## src/hdl/degree_sine_taylor_series_unit_defines.svh

```systemverilog
// ----------------------------------------------------------------------------
// Degree sine unit assertion macros
// Concurrent checks on the unit clock and reset; empty under synthesis.
// ----------------------------------------------------------------------------
`ifndef DEGREE_SINE_TAYLOR_SERIES_UNIT_DEFINES_SVH
`define DEGREE_SINE_TAYLOR_SERIES_UNIT_DEFINES_SVH

`ifndef SYNTHESIS
`define DSTS_ASSERT_IMPLIES(label, ante, cons) \
    label: assert property (@(posedge clk) disable iff (!rst_n) (ante) |-> (cons)) \
        else $error("dsts check failed");
`define DSTS_ASSERT_NEXT(label, ante, cons) \
    label: assert property (@(posedge clk) disable iff (!rst_n) (ante) |=> (cons)) \
        else $error("dsts check failed");
`else
`define DSTS_ASSERT_IMPLIES(label, ante, cons)
`define DSTS_ASSERT_NEXT(label, ante, cons)
`endif

`endif

```

## src/hdl/dsts_pkg.sv

```systemverilog
// ----------------------------------------------------------------------------
// Degree sine unit package
// Fixed-point widths, conversion constants, series reciprocals and the
// buses that run between the pipeline sections.
// ----------------------------------------------------------------------------
package dsts_pkg;

    localparam int ANGLE_W  = 17;
    localparam int SINE_W   = 32;
    localparam int MAG_W    = 16;
    localparam int KLO_W    = 32;
    localparam int KHI_W    = 17;
    localparam int X_W      = 35;
    localparam int XH_W     = 3;
    localparam int X2_W     = 38;
    localparam int X2H_W    = 6;
    localparam int TERM_W   = 39;
    localparam int TH_W     = 7;
    localparam int PROD_W   = 44;
    localparam int PH_W     = 12;
    localparam int RECIP_W  = 32;
    localparam int TOTAL_W  = 43;
    localparam int Q30_W    = 31;
    localparam int MAX_TERMS = 20;

    localparam logic signed [ANGLE_W-1:0] ANGLE_LIMIT = 17'sd46080;
    localparam logic [MAG_W-1:0]          MAG_LIMIT   = 16'd46080;
    localparam logic [Q30_W-1:0]          Q30_ONE     = 31'h4000_0000;

    // pi / 23040 in Q61, rounded to nearest
    localparam logic [63:0] PI_Q61 = 64'h6487_ED51_10B4_611A;
    localparam logic [63:0] KQ61   = (PI_Q61 + 64'd11520) / 64'd23040;
    localparam logic [KLO_W-1:0] K_LO = KQ61[31:0];
    localparam logic [KHI_W-1:0] K_HI = KQ61[48:32];

    // Q32 reciprocals of (2k)(2k+1), rounded to nearest
    localparam logic [63:0] ONE_Q32 = 64'h1_0000_0000;
    localparam logic [RECIP_W-1:0] RECIP_TAB [0:MAX_TERMS-2] = '{
        32'((ONE_Q32 + 64'd3)   / 64'd6),
        32'((ONE_Q32 + 64'd10)  / 64'd20),
        32'((ONE_Q32 + 64'd21)  / 64'd42),
        32'((ONE_Q32 + 64'd36)  / 64'd72),
        32'((ONE_Q32 + 64'd55)  / 64'd110),
        32'((ONE_Q32 + 64'd78)  / 64'd156),
        32'((ONE_Q32 + 64'd105) / 64'd210),
        32'((ONE_Q32 + 64'd136) / 64'd272),
        32'((ONE_Q32 + 64'd171) / 64'd342),
        32'((ONE_Q32 + 64'd210) / 64'd420),
        32'((ONE_Q32 + 64'd253) / 64'd506),
        32'((ONE_Q32 + 64'd300) / 64'd600),
        32'((ONE_Q32 + 64'd351) / 64'd702),
        32'((ONE_Q32 + 64'd406) / 64'd812),
        32'((ONE_Q32 + 64'd465) / 64'd930),
        32'((ONE_Q32 + 64'd528) / 64'd1056),
        32'((ONE_Q32 + 64'd595) / 64'd1190),
        32'((ONE_Q32 + 64'd666) / 64'd1332),
        32'((ONE_Q32 + 64'd741) / 64'd1482)
    };

    localparam logic [64:0] HALF_Q32 = 65'h0_8000_0000;

    typedef struct packed {
        logic                       valid;
        logic [X2_W-1:0]            x2;
        logic signed [TOTAL_W-1:0]  total;
        logic                       term_neg;
        logic [TERM_W-1:0]          term_mag;
    } term_bus_t;

    typedef struct packed {
        logic                       valid;
        logic signed [SINE_W-1:0]   value;
    } sine_bus_t;

endpackage

```

## src/hdl/dsts_front.sv

```systemverilog
// ----------------------------------------------------------------------------
// Degree sine front end
// Saturate the angle, convert it to Q32 radians and square it; five stages.
// ----------------------------------------------------------------------------
module dsts_front (
    input  logic                                 clk,
    input  logic                                 rst_n,
    input  logic                                 en,
    input  logic                                 angle_valid,
    input  logic signed [dsts_pkg::ANGLE_W-1:0]  angle_deg,
    output dsts_pkg::term_bus_t                  bus
);

    logic                           s0_valid_reg, s1_valid_reg, s2_valid_reg;
    logic                           s3_valid_reg, s4_valid_reg;
    logic                           s0_neg_reg, s1_neg_reg, s2_neg_reg;
    logic                           s3_neg_reg, s4_neg_reg;
    logic [dsts_pkg::MAG_W-1:0]     s0_mag_reg;
    logic [47:0]                    s1_lo_reg;
    logic [32:0]                    s1_hi_reg;
    logic [dsts_pkg::X_W-1:0]       s2_mag_reg, s3_mag_reg, s4_mag_reg;
    logic [63:0]                    s3_ll_reg;
    logic [34:0]                    s3_lh_reg;
    logic [5:0]                     s3_hh_reg;
    logic [dsts_pkg::X2_W-1:0]      s4_x2_reg;

    logic [dsts_pkg::MAG_W-1:0]     mag_next;
    logic [63:0]                    m_rnd;
    logic [31:0]                    xl;
    logic [dsts_pkg::XH_W-1:0]      xh;
    logic [64:0]                    ll_rnd;
    logic [dsts_pkg::X2_W-1:0]      x2_next;

    // saturate to +/-360 degrees and take the magnitude
    always_comb
    begin
        if (angle_deg > dsts_pkg::ANGLE_LIMIT || angle_deg < -dsts_pkg::ANGLE_LIMIT)
        begin
            mag_next = dsts_pkg::MAG_LIMIT;
        end
        else if (angle_deg[dsts_pkg::ANGLE_W-1])
        begin
            mag_next = dsts_pkg::MAG_W'(-angle_deg);
        end
        else
        begin
            mag_next = angle_deg[dsts_pkg::MAG_W-1:0];
        end
    end

    assign m_rnd   = 64'({s1_hi_reg, 32'd0}) + 64'(s1_lo_reg) + 64'h1000_0000;
    assign xl      = s2_mag_reg[31:0];
    assign xh      = s2_mag_reg[dsts_pkg::X_W-1:32];
    assign ll_rnd  = {1'b0, s3_ll_reg} + dsts_pkg::HALF_Q32;
    assign x2_next = dsts_pkg::X2_W'({s3_hh_reg, 32'd0})
                   + dsts_pkg::X2_W'({s3_lh_reg, 1'b0})
                   + dsts_pkg::X2_W'(ll_rnd[64:32]);

    always_ff @(posedge clk or negedge rst_n)
    begin
        if (!rst_n)
        begin
            s0_valid_reg <= 1'b0;
            s1_valid_reg <= 1'b0;
            s2_valid_reg <= 1'b0;
            s3_valid_reg <= 1'b0;
            s4_valid_reg <= 1'b0;
        end
        else if (en)
        begin
            s0_valid_reg <= angle_valid;
            s1_valid_reg <= s0_valid_reg;
            s2_valid_reg <= s1_valid_reg;
            s3_valid_reg <= s2_valid_reg;
            s4_valid_reg <= s3_valid_reg;
        end
    end

    always_ff @(posedge clk)
    begin
        if (en)
        begin
            s0_neg_reg <= angle_deg[dsts_pkg::ANGLE_W-1];
            s0_mag_reg <= mag_next;

            s1_neg_reg <= s0_neg_reg;
            s1_lo_reg  <= s0_mag_reg * dsts_pkg::K_LO;
            s1_hi_reg  <= s0_mag_reg * dsts_pkg::K_HI;

            s2_neg_reg <= s1_neg_reg;
            s2_mag_reg <= m_rnd[63:29];

            s3_neg_reg <= s2_neg_reg;
            s3_mag_reg <= s2_mag_reg;
            s3_ll_reg  <= xl * xl;
            s3_lh_reg  <= xl * xh;
            s3_hh_reg  <= xh * xh;

            s4_neg_reg <= s3_neg_reg;
            s4_mag_reg <= s3_mag_reg;
            s4_x2_reg  <= x2_next;
        end
    end

    always_comb
    begin
        bus.valid    = s4_valid_reg;
        bus.x2       = s4_x2_reg;
        bus.total    = '0;
        bus.term_neg = s4_neg_reg;
        bus.term_mag = dsts_pkg::TERM_W'(s4_mag_reg);
    end

endmodule

```

## config.mk

```make
export PLATFORM = sky130hd
export DESIGN_NAME = dsts_front
export DESIGN_NICKNAME = d
export VERILOG_FILES = /design/src/hdl/degree_sine_taylor_series_unit_defines.svh /design/src/hdl/dsts_pkg.sv /design/src/hdl/dsts_front.sv
export SDC_FILE = /design/constraint.sdc
export NUM_CORES = 2
export LEC_CHECK = 0
export ABC_CLOCK_PERIOD_IN_PS = 8730
export BUFFER_PORTS_ARGS = -buffer_cell sky130_fd_sc_hd__buf_2
export CORE_MARGIN = 2
export CORE_UTILIZATION = 47
export DETAILED_ROUTE_END_ITERATION = 6
export PLACE_DENSITY = 0.69
export SYNTH_ARGS = -nofsm -noshare
export SYNTH_HDL_FRONTEND = slang
export SYNTH_SLANG_ARGS = --single-unit
```

## constraint.sdc

```tcl
create_clock -name clk -period 8.73 [get_ports clk]
set_clock_uncertainty 0.05 [all_clocks]
set_input_delay 0.873 -clock clk [delete_from_list [all_inputs] [get_ports clk]]
set_output_delay 0.873 -clock clk [all_outputs]
set_load 0.1 [all_outputs]
```

==> run_results.csv <==
group,metric,value,unit
drt,routedWlPerCell,18.56,um
yosys,synthCells,5447,
finish,drive_above_1_share,0.05921,
drt,via_per_inst,5.164,
yosys,avgSynthCellArea,10.19,sq um
clocking,numCtsBuffers,37,
drt,ant_nets,0,
critical_path,crit_fanout,14,
clocking,root_buffer,"clkbuf_16",
critical_path,rrSetupSlack,380,ps
floorplanning,start_util,0.4721,
clocking,h-tree-depth,2,
yosys,seq_area_frac_synth,0.1564,
grt,grt_first_pass_wirelength,214800,um
critical_path,cp-start-kind,"flop",
floorplanning,core,117600,sq um
yosys,synth_flop_cell,"edfxtp_1",
drt,drc_errors,0,
grt,antenna_found_initial,1,
yosys,async_reset_ff_frac,0.01724,
sta,rsz0062_at_grt,"no",
drt,firstDrtPassIters,5,
critical_path,cp.arrival,8690,ps
finish,area_growth,7.507,%
finish,largest_reg_flops,38,
sta,worst-slew-pin-transition,890.2,ps
clocking,clk_path_buf_depth,3,
critical_path,r2r_start,"s2_mag_reg[3]",
grt,grt_usage,0.2271,
critical_path,cp-end-kind,"flop",
clocking,cts_tree,"done",
grt,grt_pass1_vias,40040,
hold_path,worstHoldPathType,"reg -> reg",
sta,slew_viol_final,0,
placement,dp_slack,-36.33,ps
yosys,ys_warn_count,0,
floorplanning,rows,126,
sta,slew_headroom,0.4066,
floorplanning,die_area,120900,sq um
yosys,synthesis.area,55520,sq um
grt,grt-ovfl-total,0,
sta,setup_viol,0,
outcome,status,"finished clean",
critical_path,path_class,"reg -> reg",
sta,min_period,8351,ps
yosys,synthDistinctLibCells,75,
drt,drt_iter0_drc,2256,
hold_path,hold_path.startpoint,"s3_mag_reg[29]",
finish,antennaDiodeCount,0,
placement,gp_congestion,0.9371,
floorplanning,ios,143,
clocking,cts_setup_buffers,0,
hold_path,hold_end,"s4_mag_reg[29]",
sta,fmax,119.8,MHz
sta,worst_slack,379.3,ps
placement,dp_hpwl,110300,um
critical_path,reg2regPathDepth,24,
critical_path,r2r_end,"s3_ll_reg[51]",
yosys,synth_edf_count,285,
sta,finalCritPeriodShare,0.9565,
grt,grt_max_degree,146,
sta,finalHoldViolations,0,
hold_path,worstHoldPathCells,0,
floorplanning,die_w,347.7,um
drt,drt_wl_total,132300,um
drt,num_vias,36798,
finish,num-fill-cells,10551,
clocking,clock_sinks,290,
clocking,insertion_delay,590,ps
run,drv_cap,0,
yosys,synth_seq_cells,290,
placement,portBuffers,95,
critical_path,crit_required,9070,ps
floorplanning,die_h,347.7,um
clocking,path_clk_slew,60,ps
finish,layout.nets,7328,
[kinds of logic after synthesis]
group                    count (synthesis)  synth area share
multiplexers                             9          0.001758
flip-flops                             290            0.1564
XOR/XNOR                               257           0.04054
other                                    1        0.00006755
AND/OR/NAND/NOR                       1045           0.09179
buffers and inverters                 1577            0.1099
adder cells (fa/ha/maj)               1741            0.5356
AO/OA/AOI/OAI                          527           0.06392
[metrics by stage]
| stage | area, sq um | TNS, ps | cells | util | hold WS [ps] |
|---|---|---|---|---|---|
| floorplan | 55690 | 0 | 5493 | - | 350.3 |
| global placement | 58390 | 0 | 7062 | 0.4965 | 351.9 |
| detailed placement | 58390 | -36.33 | 7062 | 0.4965 | 354.5 |
| CTS | 59680 | 0 | 7126 | 0.5074 | 370.3 |
| global route | 59680 | 0 | 7126 | 0.5075 | 375.7 |
| finish | 59680 | 0 | 7126 | 0.5075 | 364.5 |
[critical path, stage by stage (launching register included)]
cell and delay [ps]:
edfxtp_1 740, buf_4 350, and2_1 200, ha_1 260, a31o_2 270, fa_1 530, inv_1 50, fa_1 490
fa_1 560, inv_1 50, fa_1 480, fa_1 590, fa_1 440, fa_1 460, ha_1 390, nand2_1 90
o21ai_0 480, nor2_1 80, a21oi_1 270, o31ai_4 180, o31ai_1 410, buf_4 190, nor2_1 50, o21ai_0 220
xor2_1 270
[repair_timing]
item                                    CTS  global route
resized for setup                         1             1
endpoints found under the setup margin    1             1
endpoints found under the hold margin     5             0
hold buffers                              1             0
[synthesized netlist by cell type (6+ instances only)]
master / number / area (sq um)
inv_1: 1382 / 5187
fa_1: 1059 / 21200
ha_1: 682 / 8533
nand2_1: 406 / 1524
edfxtp_1: 285 / 8558
and2_1: 255 / 1595
nor2_1: 153 / 574.3
xnor2_1: 153 / 1340
a21oi_1: 146 / 730.7
clkbuf_1: 142 / 533.0
a21o_1: 107 / 803.3
xor2_1: 104 / 910.9
o21ai_0: 76 / 380.4
buf_4: 49 / 367.9
nand3_1: 49 / 245.2
nand4_1: 31 / 193.9
nor2b_1: 30 / 187.7
nand2b_1: 29 / 181.4
and3_1: 28 / 175.2
o21bai_1: 24 / 180.2
nor3_1: 23 / 115.1
o21a_1: 23 / 172.7
o31ai_1: 18 / 135.1
a31oi_1: 15 / 93.84
a31o_2: 14 / 122.6
and4_1: 12 / 105.1
a211oi_1: 11 / 82.58
or2_2: 11 / 68.82
o211ai_1: 8 / 60.06
a211o_1: 7 / 61.31
a21boi_0: 7 / 52.55
o21ai_1: 7 / 35.03
mux2_2: 6 / 67.56
or3_1: 6 / 37.54
[final cells by class]
type	instances	area, sq um	share of cell area
multi-input cells	3626	40920	0.6855
flip-flops and latches	290	8683	0.1455
inverters	1383	5191	0.08698
well taps	1536	1922	0.03220
repair buffers	228	1699	0.02847
clock buffers	42	965.9	0.01618
clock inverters	21	306.5	0.005136
[layout by cell type (no fill, tap or decap), drive strengths merged, types with 42 or more instances in the layout]
master  netlist  final
a21o        107    107
a21oi       150    150
and2        255    255
buf          52    227
clkbuf      142     42
conb          1     47
edfxtp      285    285
fa         1059   1059
ha          682    682
inv        1382   1383
nand2       406    406
nand3        49     49
nor2        153    153
o21ai        83     83
xnor2       153    153
xor2        104    104
[how the worst max path moves through the flow]
stage | start | end | slack (ps)
5_1_grt | s2_mag_reg[24] | s3_ll_reg[58] | 2
2_1_floorplan | s2_mag_reg[18] | s3_ll_reg[63] | 970
3_3_place_gp | s2_mag_reg[3] | s3_ll_reg[63] | 20
6_report | s2_mag_reg[3] | s3_ll_reg[51] | 380
3_5_place_dp | s2_mag_reg[3] | s3_ll_reg[63] | -40
4_1_cts | s2_mag_reg[3] | s3_ll_reg[63] | 260
[metal layers]
| layer | track usage | vias to the layer above | part of all wire |
|---|---|---|---|
| met4 | 0.08243 | 0 | 0.041 |
| met2 | 0.3796 | 1050 | 0.48 |
| met1 | 0.2995 | 18497 | 0.42 |
| li1 | - | 17002 | - |
| met5 | 0 | - | 0 |
| met3 | 0.03543 | 249 | 0.062 |
Power is left out: the tool's default activity adds up to more than one toggle a clock period on the data nets, which glitch-free logic cannot reach.
