File: config.mk
export PLATFORM = sky130hd
export DESIGN_NAME = dsts_back
export DESIGN_NICKNAME = d
export VERILOG_FILES = /design/src/hdl/degree_sine_taylor_series_unit_defines.svh /design/src/hdl/dsts_pkg.sv /design/src/hdl/dsts_back.sv
export SDC_FILE = /design/constraint.sdc
export NUM_CORES = 1
export LEC_CHECK = 0
export BUFFER_PORTS_ARGS = -buffer_cell sky130_fd_sc_hd__buf_4
export CORE_UTILIZATION = 55
export CTS_BUF_LIST = sky130_fd_sc_hd__clkbuf_16
export DETAILED_ROUTE_END_ITERATION = 10
export GPL_ROUTABILITY_DRIVEN = 1
export PLACE_DENSITY_LB_ADDON = 0.3
export SKIP_CTS_REPAIR_TIMING = 1
export SLEW_MARGIN = 40
export SYNTH_ARGS = -nofsm -noshare
export SYNTH_HDL_FRONTEND = slang
export SYNTH_SLANG_ARGS = --single-unit
File: constraint.sdc
create_clock -name clk -period 3.9 [get_ports clk]
set_clock_uncertainty 0.05 [all_clocks]
set_input_delay 0.585 -clock clk [delete_from_list [all_inputs] [get_ports clk]]
set_output_delay 0.585 -clock clk [all_outputs]
set_load 0.02 [all_outputs]
File: src/hdl/degree_sine_taylor_series_unit_defines.svh
// ----------------------------------------------------------------------------
// Degree sine unit assertion macros
// Concurrent checks on the unit clock and reset; empty under synthesis.
// ----------------------------------------------------------------------------
`ifndef DEGREE_SINE_TAYLOR_SERIES_UNIT_DEFINES_SVH
`define DEGREE_SINE_TAYLOR_SERIES_UNIT_DEFINES_SVH

`ifndef SYNTHESIS
`define DSTS_ASSERT_IMPLIES(label, ante, cons) \
    label: assert property (@(posedge clk) disable iff (!rst_n) (ante) |-> (cons)) \
        else $error("dsts check failed");
`define DSTS_ASSERT_NEXT(label, ante, cons) \
    label: assert property (@(posedge clk) disable iff (!rst_n) (ante) |=> (cons)) \
        else $error("dsts check failed");
`else
`define DSTS_ASSERT_IMPLIES(label, ante, cons)
`define DSTS_ASSERT_NEXT(label, ante, cons)
`endif

`endif

File: src/hdl/dsts_pkg.sv
// ----------------------------------------------------------------------------
// Degree sine unit package
// Fixed-point widths, conversion constants, series reciprocals and the
// buses that run between the pipeline sections.
// ----------------------------------------------------------------------------
package dsts_pkg;

    localparam int ANGLE_W  = 17;
    localparam int SINE_W   = 32;
    localparam int MAG_W    = 16;
    localparam int KLO_W    = 32;
    localparam int KHI_W    = 17;
    localparam int X_W      = 35;
    localparam int XH_W     = 3;
    localparam int X2_W     = 38;
    localparam int X2H_W    = 6;
    localparam int TERM_W   = 39;
    localparam int TH_W     = 7;
    localparam int PROD_W   = 44;
    localparam int PH_W     = 12;
    localparam int RECIP_W  = 32;
    localparam int TOTAL_W  = 43;
    localparam int Q30_W    = 31;
    localparam int MAX_TERMS = 20;

    localparam logic signed [ANGLE_W-1:0] ANGLE_LIMIT = 17'sd46080;
    localparam logic [MAG_W-1:0]          MAG_LIMIT   = 16'd46080;
    localparam logic [Q30_W-1:0]          Q30_ONE     = 31'h4000_0000;

    // pi / 23040 in Q61, rounded to nearest
    localparam logic [63:0] PI_Q61 = 64'h6487_ED51_10B4_611A;
    localparam logic [63:0] KQ61   = (PI_Q61 + 64'd11520) / 64'd23040;
    localparam logic [KLO_W-1:0] K_LO = KQ61[31:0];
    localparam logic [KHI_W-1:0] K_HI = KQ61[48:32];

    // Q32 reciprocals of (2k)(2k+1), rounded to nearest
    localparam logic [63:0] ONE_Q32 = 64'h1_0000_0000;
    localparam logic [RECIP_W-1:0] RECIP_TAB [0:MAX_TERMS-2] = '{
        32'((ONE_Q32 + 64'd3)   / 64'd6),
        32'((ONE_Q32 + 64'd10)  / 64'd20),
        32'((ONE_Q32 + 64'd21)  / 64'd42),
        32'((ONE_Q32 + 64'd36)  / 64'd72),
        32'((ONE_Q32 + 64'd55)  / 64'd110),
        32'((ONE_Q32 + 64'd78)  / 64'd156),
        32'((ONE_Q32 + 64'd105) / 64'd210),
        32'((ONE_Q32 + 64'd136) / 64'd272),
        32'((ONE_Q32 + 64'd171) / 64'd342),
        32'((ONE_Q32 + 64'd210) / 64'd420),
        32'((ONE_Q32 + 64'd253) / 64'd506),
        32'((ONE_Q32 + 64'd300) / 64'd600),
        32'((ONE_Q32 + 64'd351) / 64'd702),
        32'((ONE_Q32 + 64'd406) / 64'd812),
        32'((ONE_Q32 + 64'd465) / 64'd930),
        32'((ONE_Q32 + 64'd528) / 64'd1056),
        32'((ONE_Q32 + 64'd595) / 64'd1190),
        32'((ONE_Q32 + 64'd666) / 64'd1332),
        32'((ONE_Q32 + 64'd741) / 64'd1482)
    };

    localparam logic [64:0] HALF_Q32 = 65'h0_8000_0000;

    typedef struct packed {
        logic                       valid;
        logic [X2_W-1:0]            x2;
        logic signed [TOTAL_W-1:0]  total;
        logic                       term_neg;
        logic [TERM_W-1:0]          term_mag;
    } term_bus_t;

    typedef struct packed {
        logic                       valid;
        logic signed [SINE_W-1:0]   value;
    } sine_bus_t;

endpackage

File: src/hdl/dsts_back.sv
// ----------------------------------------------------------------------------
// Degree sine back end
// Add the last term, round the Q32 sum to Q1.30 half away from zero and
// clamp to +/-1.0; four stages.
// ----------------------------------------------------------------------------
module dsts_back (
    input  logic                 clk,
    input  logic                 rst_n,
    input  logic                 en,
    input  dsts_pkg::term_bus_t  bus_i,
    output dsts_pkg::sine_bus_t  res
);

    logic                                e_valid_reg, f_valid_reg, g_valid_reg, h_valid_reg;
    logic signed [dsts_pkg::TOTAL_W-1:0] e_total_reg;
    logic                                f_neg_reg, g_neg_reg;
    logic [dsts_pkg::TOTAL_W-1:0]        f_mag_reg;
    logic [dsts_pkg::Q30_W-1:0]          g_q_reg;
    logic signed [dsts_pkg::SINE_W-1:0]  h_value_reg;

    logic signed [dsts_pkg::TOTAL_W-1:0] term_ext;
    logic [dsts_pkg::TOTAL_W-1:0]        rnd;
    logic [dsts_pkg::TOTAL_W-3:0]        q_full;
    logic [dsts_pkg::SINE_W-1:0]         q_ext;

    assign term_ext = $signed(dsts_pkg::TOTAL_W'(bus_i.term_mag));
    assign rnd      = f_mag_reg + dsts_pkg::TOTAL_W'(2);
    assign q_full   = rnd[dsts_pkg::TOTAL_W-1:2];
    assign q_ext    = {1'b0, g_q_reg};

    always_ff @(posedge clk or negedge rst_n)
    begin
        if (!rst_n)
        begin
            e_valid_reg <= 1'b0;
            f_valid_reg <= 1'b0;
            g_valid_reg <= 1'b0;
            h_valid_reg <= 1'b0;
        end
        else if (en)
        begin
            e_valid_reg <= bus_i.valid;
            f_valid_reg <= e_valid_reg;
            g_valid_reg <= f_valid_reg;
            h_valid_reg <= g_valid_reg;
        end
    end

    always_ff @(posedge clk)
    begin
        if (en)
        begin
            e_total_reg <= bus_i.term_neg ? bus_i.total - term_ext : bus_i.total + term_ext;

            f_neg_reg   <= e_total_reg[dsts_pkg::TOTAL_W-1];
            f_mag_reg   <= e_total_reg[dsts_pkg::TOTAL_W-1] ? dsts_pkg::TOTAL_W'(-e_total_reg)
                                                            : dsts_pkg::TOTAL_W'(e_total_reg);

            g_neg_reg   <= f_neg_reg;
            g_q_reg     <= (q_full > (dsts_pkg::TOTAL_W-2)'(dsts_pkg::Q30_ONE))
                         ? dsts_pkg::Q30_ONE : dsts_pkg::Q30_W'(q_full);

            h_value_reg <= g_neg_reg ? $signed(-q_ext) : $signed(q_ext);
        end
    end

    always_comb
    begin
        res.valid = h_valid_reg;
        res.value = h_value_reg;
    end

endmodule

==> results of run 1 <==
kinds of logic (layout without fill, tap and decap cells):
group | after synthesis | count (layout) | synth area share, %
adders and majority gates | 47 | 47 | 5.61
and+or+nand+nor | 350 | 350 | 16.9
xor gates and xnor gates | 180 | 180 | 14.8
DFF | 154 | 154 | 43.4
muxes | 11 | 11 | 1.11
AOI/OAI and AO/OA | 258 | 258 | 15.5
buffers and inverters | 72 | 342 | 2.69
per-stage QoR:
| step | worst slack, ns | setup TNS [ns] | util, % | hold slack [ns] |
|---|---|---|---|---|
| global placement | -0.525 | -6.29 | 68.1 | 0.332 |
| detailed placement | -0.636 | -9.07 | 68.1 | 0.333 |
| CTS | -0.203 | -0.508 | 71.3 | -0.112 |
| floorplan | -0.245 | -0.597 | - | 0.239 |
| global route | -0.326 | -1.85 | 73.8 | 0.342 |
| finish | -0.123 | -0.308 | 73.8 | 0.349 |
per-layer routing:
layer | up-vias | global-route usage (%) | part of all wire, %
li1 | 4473 | - | -
met1 | 3913 | 28.7 | 45
met2 | 234 | 38.1 | 49
met5 | - | 0 | 0
met4 | 0 | 8.30 | 2.1
met3 | 34 | 3.16 | 3.8
critical path, cell delays in order:
cell and delay, ns:
buf_6 0.09, or4_4 0.55, nor4b_4 0.30, and3b_2 0.25, and3b_2 0.23, and2_4 0.18, nand2_2 0.06, o41ai_2 0.32
xor2_1 0.21, ha_1 0.31, a21oi_2 0.19, o21ai_2 0.08, a21o_1 0.19, a21oi_2 0.12, nor2b_1 0.05, o21ai_1 0.11
nand2b_1 0.07, a41oi_2 0.16, xnor2_1 0.09
cells in the mapped netlist (all sizes together), types with 14 or more instances:
cell      n
inv      35
nor3     31
o21ai    57
a21oi    75
ha       46
nor2     86
nand2b   19
a21o     26
nor4     16
xnor2   140
xor2     40
o31ai    18
a31oi    16
clkbuf   28
nand2    78
nand3    35
o41ai    17
edfxtp  150
or3      14
nand4    14
report_power, final:
part,internal (mW),switching (mW)
combinational,0.896,0.849
sequential,2.18,0.246
clock,1.00,0.630
total,4.08,1.72
final timing paths:
path | start | endpoint | slack [ns] | cells after the start
worst max-delay path | bus_i[13] | e_total_reg[42] | -0.12 | 19
worst min-delay path | bus_i[121] | e_valid_reg | 0.35 | 2
worst max register to register | f_mag_reg[4] | g_q_reg[21] | 0.36 | 10
worst min register to register | f_neg_reg | g_neg_reg | 0.41 | 0
max in group asynchronous | rst_n | f_valid_reg | 3.26 | 2
min in group asynchronous | rst_n | h_valid_reg | 0.44 | 2
placed cells by master, fill, tap and decap left out, types with 9 or more instances in the layout:
master / count
edfxtp_1: 150
nor3_1: 27
o31ai_1: 17
xnor2_1: 136
nand2_1: 72
a21o_1: 26
nand4_1: 14
buf_6: 10
o41ai_1: 15
a21oi_1: 58
clkbuf_16: 17
nand3_1: 33
a21oi_2: 16
nor2b_1: 11
xor2_1: 40
inv_1: 34
nand2b_1: 19
buf_4: 261
ha_1: 45
nor2_1: 79
or3_1: 9
nor4_1: 11
a31oi_1: 13
and3_1: 11
o21ai_0: 47
final cells by class:
class	instances	area [um^2]	area share, %
timing repair buffer	275	2140	15.4
tap	260	325	2.34
multi-input combinational	846	6110	43.9
clock inverter	15	173	1.24
inverter	35	131	0.945
sequential	154	4600	33.1
clock buffer	17	425	3.06
==> results.py, run 1 <==
metrics = {
    "job": {
        "maxCapViolCount": 0,
    },
    "sta": {
        "rsz0062_at_grt": "true",
        "hold_violations": 0,
        "slew_headroom_pct": 54.3,
        "worstMarginPinSlew_ns": 0.679,
        "slew_violations": 0,
        "fmax_mhz": 249,
        "period_needed_ns": 4.02,
        "fin_ws_ns": -0.123,
        "finalCritPeriodShare_pct": 103,
        "finalSetupViolations": 4,
    },
    "setup_path": {
        "cp-end-kind": "flip-flop",
        "cp_max_fo": 5,
        "path_class": "input pin to flip-flop",
        "crit_required_ns": 4.02,
        "start_kind": "input pin",
        "crit_arrival_ns": 4.15,
    },
    "yosys": {
        "yosys_warnings": 0,
        "syn_nets": 1244,
        "yosysSeqAreaShare_pct": 43.4,
        "synthCells": 1072,
        "yosysTopAreaCell": "edfxtp_1",
        "ys_async_sr_fraction_pct": 2.60,
        "synth.top_cell.area_share_pct": 42.4,
        "synth_area_per_cell_um2": 9.91,
        "syn-cell-area_mm2": 0.0106,
        "synthDistinctLibCells": 67,
        "synth-seq-cells": 154,
        "synth_edf_count": 150,
        "synth_ff_type": "edfxtp_1",
        "synth_area_leaders": "edfxtp_1, xnor2_1, ha_1",
    },
    "floorplanning": {
        "dieArea_mm2": 0.0199,
        "boundaryPins": 158,
        "die_h_um": 141,
        "die_w_um": 141,
        "coreArea_mm2": 0.0188,
        "initial_utilization_pct": 56.4,
        "fp-row-count": 50,
    },
    "global_route": {
        "grt_max_degree": 115,
        "grt_pass1_vias": 8148,
        "global_route.overflow_total": 0,
        "grt_pass1_wl_um": 36200,
        "grt_usage_pct": 22.3,
        "antenna_found_initial": 0,
    },
    "drt": {
        "drt-total-wl_um": 21600,
        "vias_per_cell": 5.40,
        "vias": 8654,
        "ant_nets": 0,
        "route.detailed.drc": 0,
        "drtIter0Drc": 529,
        "drt_pass1_iterations": 5,
        "wl_per_cell_um": 13.5,
    },
    "placement": {
        "numPortBuffers": 119,
        "routabilityCongestion": 0.914,
        "place_hpwl_um": 16000,
        "placed_cells": 1552,
        "place_area_mm2": 0.0128,
    },
    "power_and_ir_drop": {
        "power_density_mw_per_mm2": 418,
        "p_total_mw": 5.81,
        "leakagePower_nw": 5.46,
        "worst_ir_drop_vdd_mv": 0.296,
    },
    "layout": {
        "areaGrowthSynthToFinish_pct": 30.9,
        "fillers": 1348,
        "layout.cells.non_filler": 1602,
        "stdcell_area_mm2": 0.0139,
        "finalNetCount": 1501,
        "diodes": 0,
        "drive_gt1_share_pct": 29.4,
        "largest_reg_flops": 43,
    },
    "clock_network": {
        "cts_tree": "yes",
        "clk_latency_ns": 0.42,
        "numCtsBuffers": 17,
        "cts-htree-levels": 4,
        "cts.sinks": 154,
        "ctsRootBufferMaster": "clkbuf_16",
        "clk_path_buf_depth": 2,
        "cts.reportedPaths.clkPinSlew_ns": 0.06,
    },
    "hold_path": {
        "min_path_type": "input pin to flip-flop",
    },
    "status": {
        "violations": "setup timing",
        "outcome": "complete, but fails checks",
    },
}
Note: power is estimated with default switching activity, not from simulation.
==> inputs of run 2 (changes only) <==
--- a/config.mk
+++ b/config.mk
@@ -6,11 +6,13 @@
 export NUM_CORES = 1
 export LEC_CHECK = 0
 export BUFFER_PORTS_ARGS = -buffer_cell sky130_fd_sc_hd__buf_4
+export CORE_MARGIN = 2
 export CORE_UTILIZATION = 55
 export CTS_BUF_LIST = sky130_fd_sc_hd__clkbuf_16
 export DETAILED_ROUTE_END_ITERATION = 10
 export GPL_ROUTABILITY_DRIVEN = 1
 export PLACE_DENSITY_LB_ADDON = 0.3
+export SETUP_SLACK_MARGIN = 0.4
 export SKIP_CTS_REPAIR_TIMING = 1
 export SLEW_MARGIN = 40
 export SYNTH_ARGS = -nofsm -noshare
==> results.py, run 2 (same netlist as run 1, synthesis figures left out) <==
metrics = {
    "setup_path": {
        "path_class": "input pin to flip-flop",
        "cp_max_fo": 6,
        "start_kind": "input pin",
        "crit_arrival_ns": 4.15,
        "cp-end-kind": "flip-flop",
        "crit_required_ns": 4.12,
        "worst-r2r-setup-slack_ns": 0.49,
    },
    "clock_network": {
        "clk_latency_ns": 0.43,
        "numCtsBuffers": 17,
        "cts-htree-levels": 4,
        "ctsRootBufferMaster": "clkbuf_16",
        "cts_tree": "yes",
        "cts.reportedPaths.clkPinSlew_ns": 0.06,
        "clk_path_buf_depth": 2,
        "cts.sinks": 154,
    },
    "layout": {
        "diodes": 0,
        "largest_reg_flops": 43,
        "areaGrowthSynthToFinish_pct": 33.1,
        "drive_gt1_share_pct": 31.9,
        "layout_commonest_cell": "buf_4",
        "mostFrequentLayoutCells": "buf_4, edfxtp_1, xnor2_1",
        "finalNetCount": 1505,
        "final_util_pct": 75.1,
        "fillers": 1253,
    },
    "floorplanning": {
        "die_h_um": 143,
        "coreArea_mm2": 0.0188,
        "fp-row-count": 50,
        "dieArea_mm2": 0.0204,
        "initial_utilization_pct": 56.4,
        "boundaryPins": 158,
        "die_w_um": 143,
    },
    "global_route": {
        "grt_usage_pct": 20.9,
        "grt_pass1_wl_um": 35200,
        "grt_max_degree": 110,
        "antenna_found_initial": 0,
        "grt_pass1_vias": 7890,
        "global_route.overflow_total": 0,
    },
    "status": {
        "outcome": "complete, but fails checks",
        "violations": "setup timing",
    },
    "sta": {
        "slew_headroom_pct": 46.5,
        "finalSetupViolations": 1,
        "timing.hold.ws_ns": 0.341,
        "tns_ns": -0.0292,
        "worstMarginPinSlew_ns": 0.803,
        "period_needed_ns": 3.93,
        "fin_ws_ns": -0.0292,
        "rsz0062_at_grt": "true",
        "finalCritPeriodShare_pct": 101,
        "fmax_mhz": 255,
        "slew_violations": 0,
        "hold_violations": 0,
    },
    "drt": {
        "route.detailed.drc": 0,
        "vias": 8755,
        "drtIter0Drc": 545,
        "vias_per_cell": 5.45,
        "ant_nets": 0,
        "drt_pass1_iterations": 5,
        "wl_per_cell_um": 13.8,
        "drt-total-wl_um": 22100,
    },
    "placement": {
        "place_hpwl_um": 15800,
        "routabilityCongestion": 0.887,
        "dp_slack_ns": -0.616,
        "numPortBuffers": 119,
    },
    "power_and_ir_drop": {
        "leakagePower_nw": 5.53,
        "worst_ir_drop_vdd_mv": 0.307,
        "p_total_mw": 5.87,
        "power_density_mw_per_mm2": 415,
    },
    "job": {
        "maxCapViolCount": 0,
    },
    "hold_path": {
        "min_path_type": "input pin to flip-flop",
    },
}
==> run 2: cell types whose count changed in the layout (fill, tap and decap cells not counted), moves of 4 or more <==
cell and change:
o21ai_4 +4, a21oi_1 -5, a21oi_2 +5, o21ai_0 -7, nand3_1 -4, buf_6 +7
==> run 2: final timing paths <==
kind | end | cells after the start | startpoint
setup / recovery | e_total_reg[39] | 18 | bus_i[14]
hold / removal | e_valid_reg | 2 | bus_i[121]
setup reg to reg | h_value_reg[31] | 8 | g_q_reg[6]
hold reg to reg | g_neg_reg | 0 | f_neg_reg
max in group asynchronous | h_valid_reg | 2 | rst_n
min in group asynchronous | e_valid_reg | 2 | rst_n
==> run 2: layout make-up <==
cell class              count  area, um^2  area share [%]
repair buffers            279        2170            15.3
clock inverters            15         173            1.22
multi-input cells         846        6310            44.6
flip-flops and latches    154        4600            32.6
clock buffers              17         425            3.01
well taps                 260         325            2.30
inverters                  35         131           0.930
==> run 2: per-stage QoR <==
| step | cell area (um^2) | cells |
|---|---|---|
| after detailed placement | 12800 | 1550 |
| after CTS | 13400 | 1582 |
| after global routing | 14100 | 1606 |
| final | 14100 | 1606 |
| after floorplan | 10800 | 1072 |
| after global placement | 12800 | 1550 |
==> run 2: worst max-delay path, stage by stage <==
cell      delay [ns]
buf_6           0.09
or4_4           0.55
nor4b_4         0.30
nand3b_1        0.18
nor4_4          0.24
buf_4           0.20
buf_6           0.10
nor2_4          0.03
xnor2_2         0.15
ha_4            0.33
buf_6           0.12
nand3_4         0.06
nor2_1          0.11
o211ai_1        0.21
a31oi_4         0.26
o221a_4         0.25
o21ai_0         0.12
a211oi_2        0.24
==> run 2: where the power goes <==
part	switching [mW]	internal, mW	total, mW
Combinational	0.900	0.920	1.82
Sequential	0.242	2.18	2.42
Clock	0.624	1.00	1.63
Total	1.77	4.11	5.87
==> run 2: routing by layer <==
layer  vias up  global-route usage [%]  share of wire, %
li1       4485                       -                 -
met1      3975                    27.4                44
met2       266                    36.1                50
met3        29                    2.85               4.2
met4         0                    6.10               1.5
met5         -                       0                 0
==> inputs of run 3 (changes only) <==
--- a/config.mk
+++ b/config.mk
@@ -6,7 +6,6 @@
 export NUM_CORES = 1
 export LEC_CHECK = 0
 export BUFFER_PORTS_ARGS = -buffer_cell sky130_fd_sc_hd__buf_4
-export CORE_MARGIN = 2
 export CORE_UTILIZATION = 55
 export CTS_BUF_LIST = sky130_fd_sc_hd__clkbuf_16
 export DETAILED_ROUTE_END_ITERATION = 10
==> constraint.sdc (replaced) <==
create_clock -name clk -period 3.7 [get_ports clk]
set_clock_uncertainty 0.05 [all_clocks]
set_input_delay 0.555 -clock clk [delete_from_list [all_inputs] [get_ports clk]]
set_output_delay 0.555 -clock clk [all_outputs]
set_load 0.02 [all_outputs]
==> results.py, run 3 (same netlist as run 1, synthesis figures left out) <==
metrics = {
    "clock_network": {
        "cts_tree": "yes",
        "clk_path_buf_depth": 2,
        "cts-htree-levels": 4,
        "ctsRootBufferMaster": "clkbuf_16",
        "cts.reportedPaths.clkPinSlew_ns": 0.06,
        "cts.sinks": 154,
        "numCtsBuffers": 17,
        "clk_latency_ns": 0.41,
    },
    "floorplanning": {
        "fp-row-count": 50,
        "coreArea_mm2": 0.0188,
        "die_h_um": 141,
        "die_w_um": 141,
        "boundaryPins": 158,
        "dieArea_mm2": 0.0199,
        "initial_utilization_pct": 56.4,
    },
    "setup_path": {
        "path_class": "input pin to flip-flop",
        "crit_arrival_ns": 4.24,
        "max_stage_delay_ns": 0.54,
        "path_cells": "buf_6, or4_4, nor4b_4, nand3b_1, nor4_4, nand2_2, o41ai_2, xor2_1, ha_1, a21oi_2, o21bai_1, a21oi_2, nand2_2, a21o_1, a21o_1, a21oi_2, nor2b_4, a211oi_2",
        "start_kind": "input pin",
        "path_common_cell": "a21oi_2",
        "crit_slowest_cell": "or4_4",
        "cp_max_fo": 4,
        "cp-end-kind": "flip-flop",
        "crit_required_ns": 3.81,
    },
    "placement": {
        "dp_slack_ns": -0.846,
        "routabilityCongestion": 0.944,
        "placed_cells": 1574,
        "place_area_mm2": 0.0130,
        "numPortBuffers": 119,
        "place_hpwl_um": 16200,
    },
    "drt": {
        "vias_per_cell": 5.52,
        "ant_nets": 0,
        "route.detailed.drc": 0,
        "drtIter0Drc": 679,
        "wl_per_cell_um": 14.4,
        "drt-total-wl_um": 23600,
        "drt_pass1_iterations": 5,
        "vias": 9081,
    },
    "layout": {
        "mostFrequentLayoutCells": "buf_4, edfxtp_1, xnor2_1",
        "areaGrowthSynthToFinish_pct": 36.6,
        "finalNetCount": 1544,
        "diodes": 0,
        "drive_gt1_share_pct": 34.2,
        "largest_reg_flops": 43,
        "fillers": 1158,
        "layout.cells.non_filler": 1644,
        "layout_commonest_cell": "buf_4",
        "stdcell_area_mm2": 0.0145,
    },
    "status": {
        "violations": "setup timing",
        "outcome": "complete, but fails checks",
    },
    "power_and_ir_drop": {
        "leakagePower_nw": 5.78,
        "worst_ir_drop_vdd_mv": 0.313,
        "p_total_mw": 6.51,
        "pwr-share-clk_pct": 30.0,
        "power_frac_seq_pct": 39.2,
        "switchingPower_mw": 1.87,
        "power_density_mw_per_mm2": 449,
        "comb_power_share_pct": 30.9,
        "p_sw_share_pct": 28.7,
        "intPower_mw": 4.64,
    },
    "sta": {
        "hold_violations": 0,
        "fmax_mhz": 242,
        "fin_ws_ns": -0.429,
        "rsz0062_at_grt": "true",
        "finalSetupViolations": 17,
        "slew_headroom_pct": 47.7,
        "worstMarginPinSlew_ns": 0.784,
        "period_needed_ns": 4.13,
        "slew_violations": 0,
        "finalCritPeriodShare_pct": 112,
        "timing.hold.ws_ns": 0.327,
    },
    "global_route": {
        "grt_usage_pct": 21.9,
        "grt_max_degree": 110,
        "global_route.overflow_total": 0,
        "grt_pass1_vias": 8219,
        "grt_pass1_wl_um": 35700,
        "antenna_found_initial": 0,
    },
    "job": {
        "maxCapViolCount": 0,
    },
    "hold_path": {
        "min_path_type": "input pin to flip-flop",
    },
}
==> run 3: cell types whose count changed in the layout (fill, tap and decap cells not counted), sizes merged <==
cell and change:
bufinv +4, clkinv -4, inv -1, clkbuf -1, buf +40
==> run 3: path summary, 6_finish.rpt <==
check | start | endpoint | slack [ns] | cells past startpoint
min in group asynchronous | rst_n | f_valid_reg | 0.43 | 2
hold reg to reg | f_neg_reg | g_neg_reg | 0.41 | 0
setup reg to reg | g_q_reg[6] | h_value_reg[29] | 0.32 | 9
max in group asynchronous | rst_n | h_valid_reg | 3.07 | 2
setup / recovery | bus_i[13] | e_total_reg[39] | -0.43 | 18
hold / removal | bus_i[121] | e_valid_reg | 0.33 | 2
==> run 3: power by group through the flow <==
stage / combinational (mW) / clock (mW) / sequential, mW
6_report: 2.01 / 1.95 / 2.55
5_1_grt: 2.19 / 2.06 / 2.58
4_1_cts: 1.74 / 1.98 / 2.56
3_5_place_dp: 1.72 / 0 / 2.59
3_3_place_gp: 1.68 / 0 / 2.57
2_1_floorplan: 1.11 / 0 / 2.55
==> run 3: layout make-up <==
type | count | area [um^2] | share of cell area (%)
Clock buffer | 17 | 425 | 2.93
Timing Repair Buffer | 318 | 2450 | 16.9
Multi-Input combinational cell | 846 | 6320 | 43.5
Clock inverter | 14 | 253 | 1.74
Tap cell | 260 | 325 | 2.24
Sequential cell | 154 | 4600 | 31.7
Inverter | 35 | 131 | 0.905
==> run 3: layer usage <==
metal	vias to the layer above	wire (um)	GRT usage, %
met5	-	0	0
met4	0	446	8.58
met3	43	894	3.67
met2	295	11900	37.8
met1	4180	10300	27.4
li1	4563	-	-
==> run 3: metrics by stage <==
stage / utilization, % / TNS, ns
6_report: 77.1 / -3.62
5_1_grt: 77.1 / -6.13
4_1_cts: 72.6 / -1.94
3_5_place_dp: 69.0 / -9.68
3_3_place_gp: 69.0 / -7.62
2_1_floorplan: - / -1.85
==> run 3: worst max-delay path: cells and delay by family <==
| family | cells | cell delay [ns] |
|---|---|---|
| adders and majority gates | 1 | 0.24 |
| xor gates and xnor gates | 1 | 0.12 |
| AOI/OAI and AO/OA | 8 | 1.34 |
| buffers and inverters | 1 | 0.09 |
| and+or+nand+nor | 7 | 1.89 |
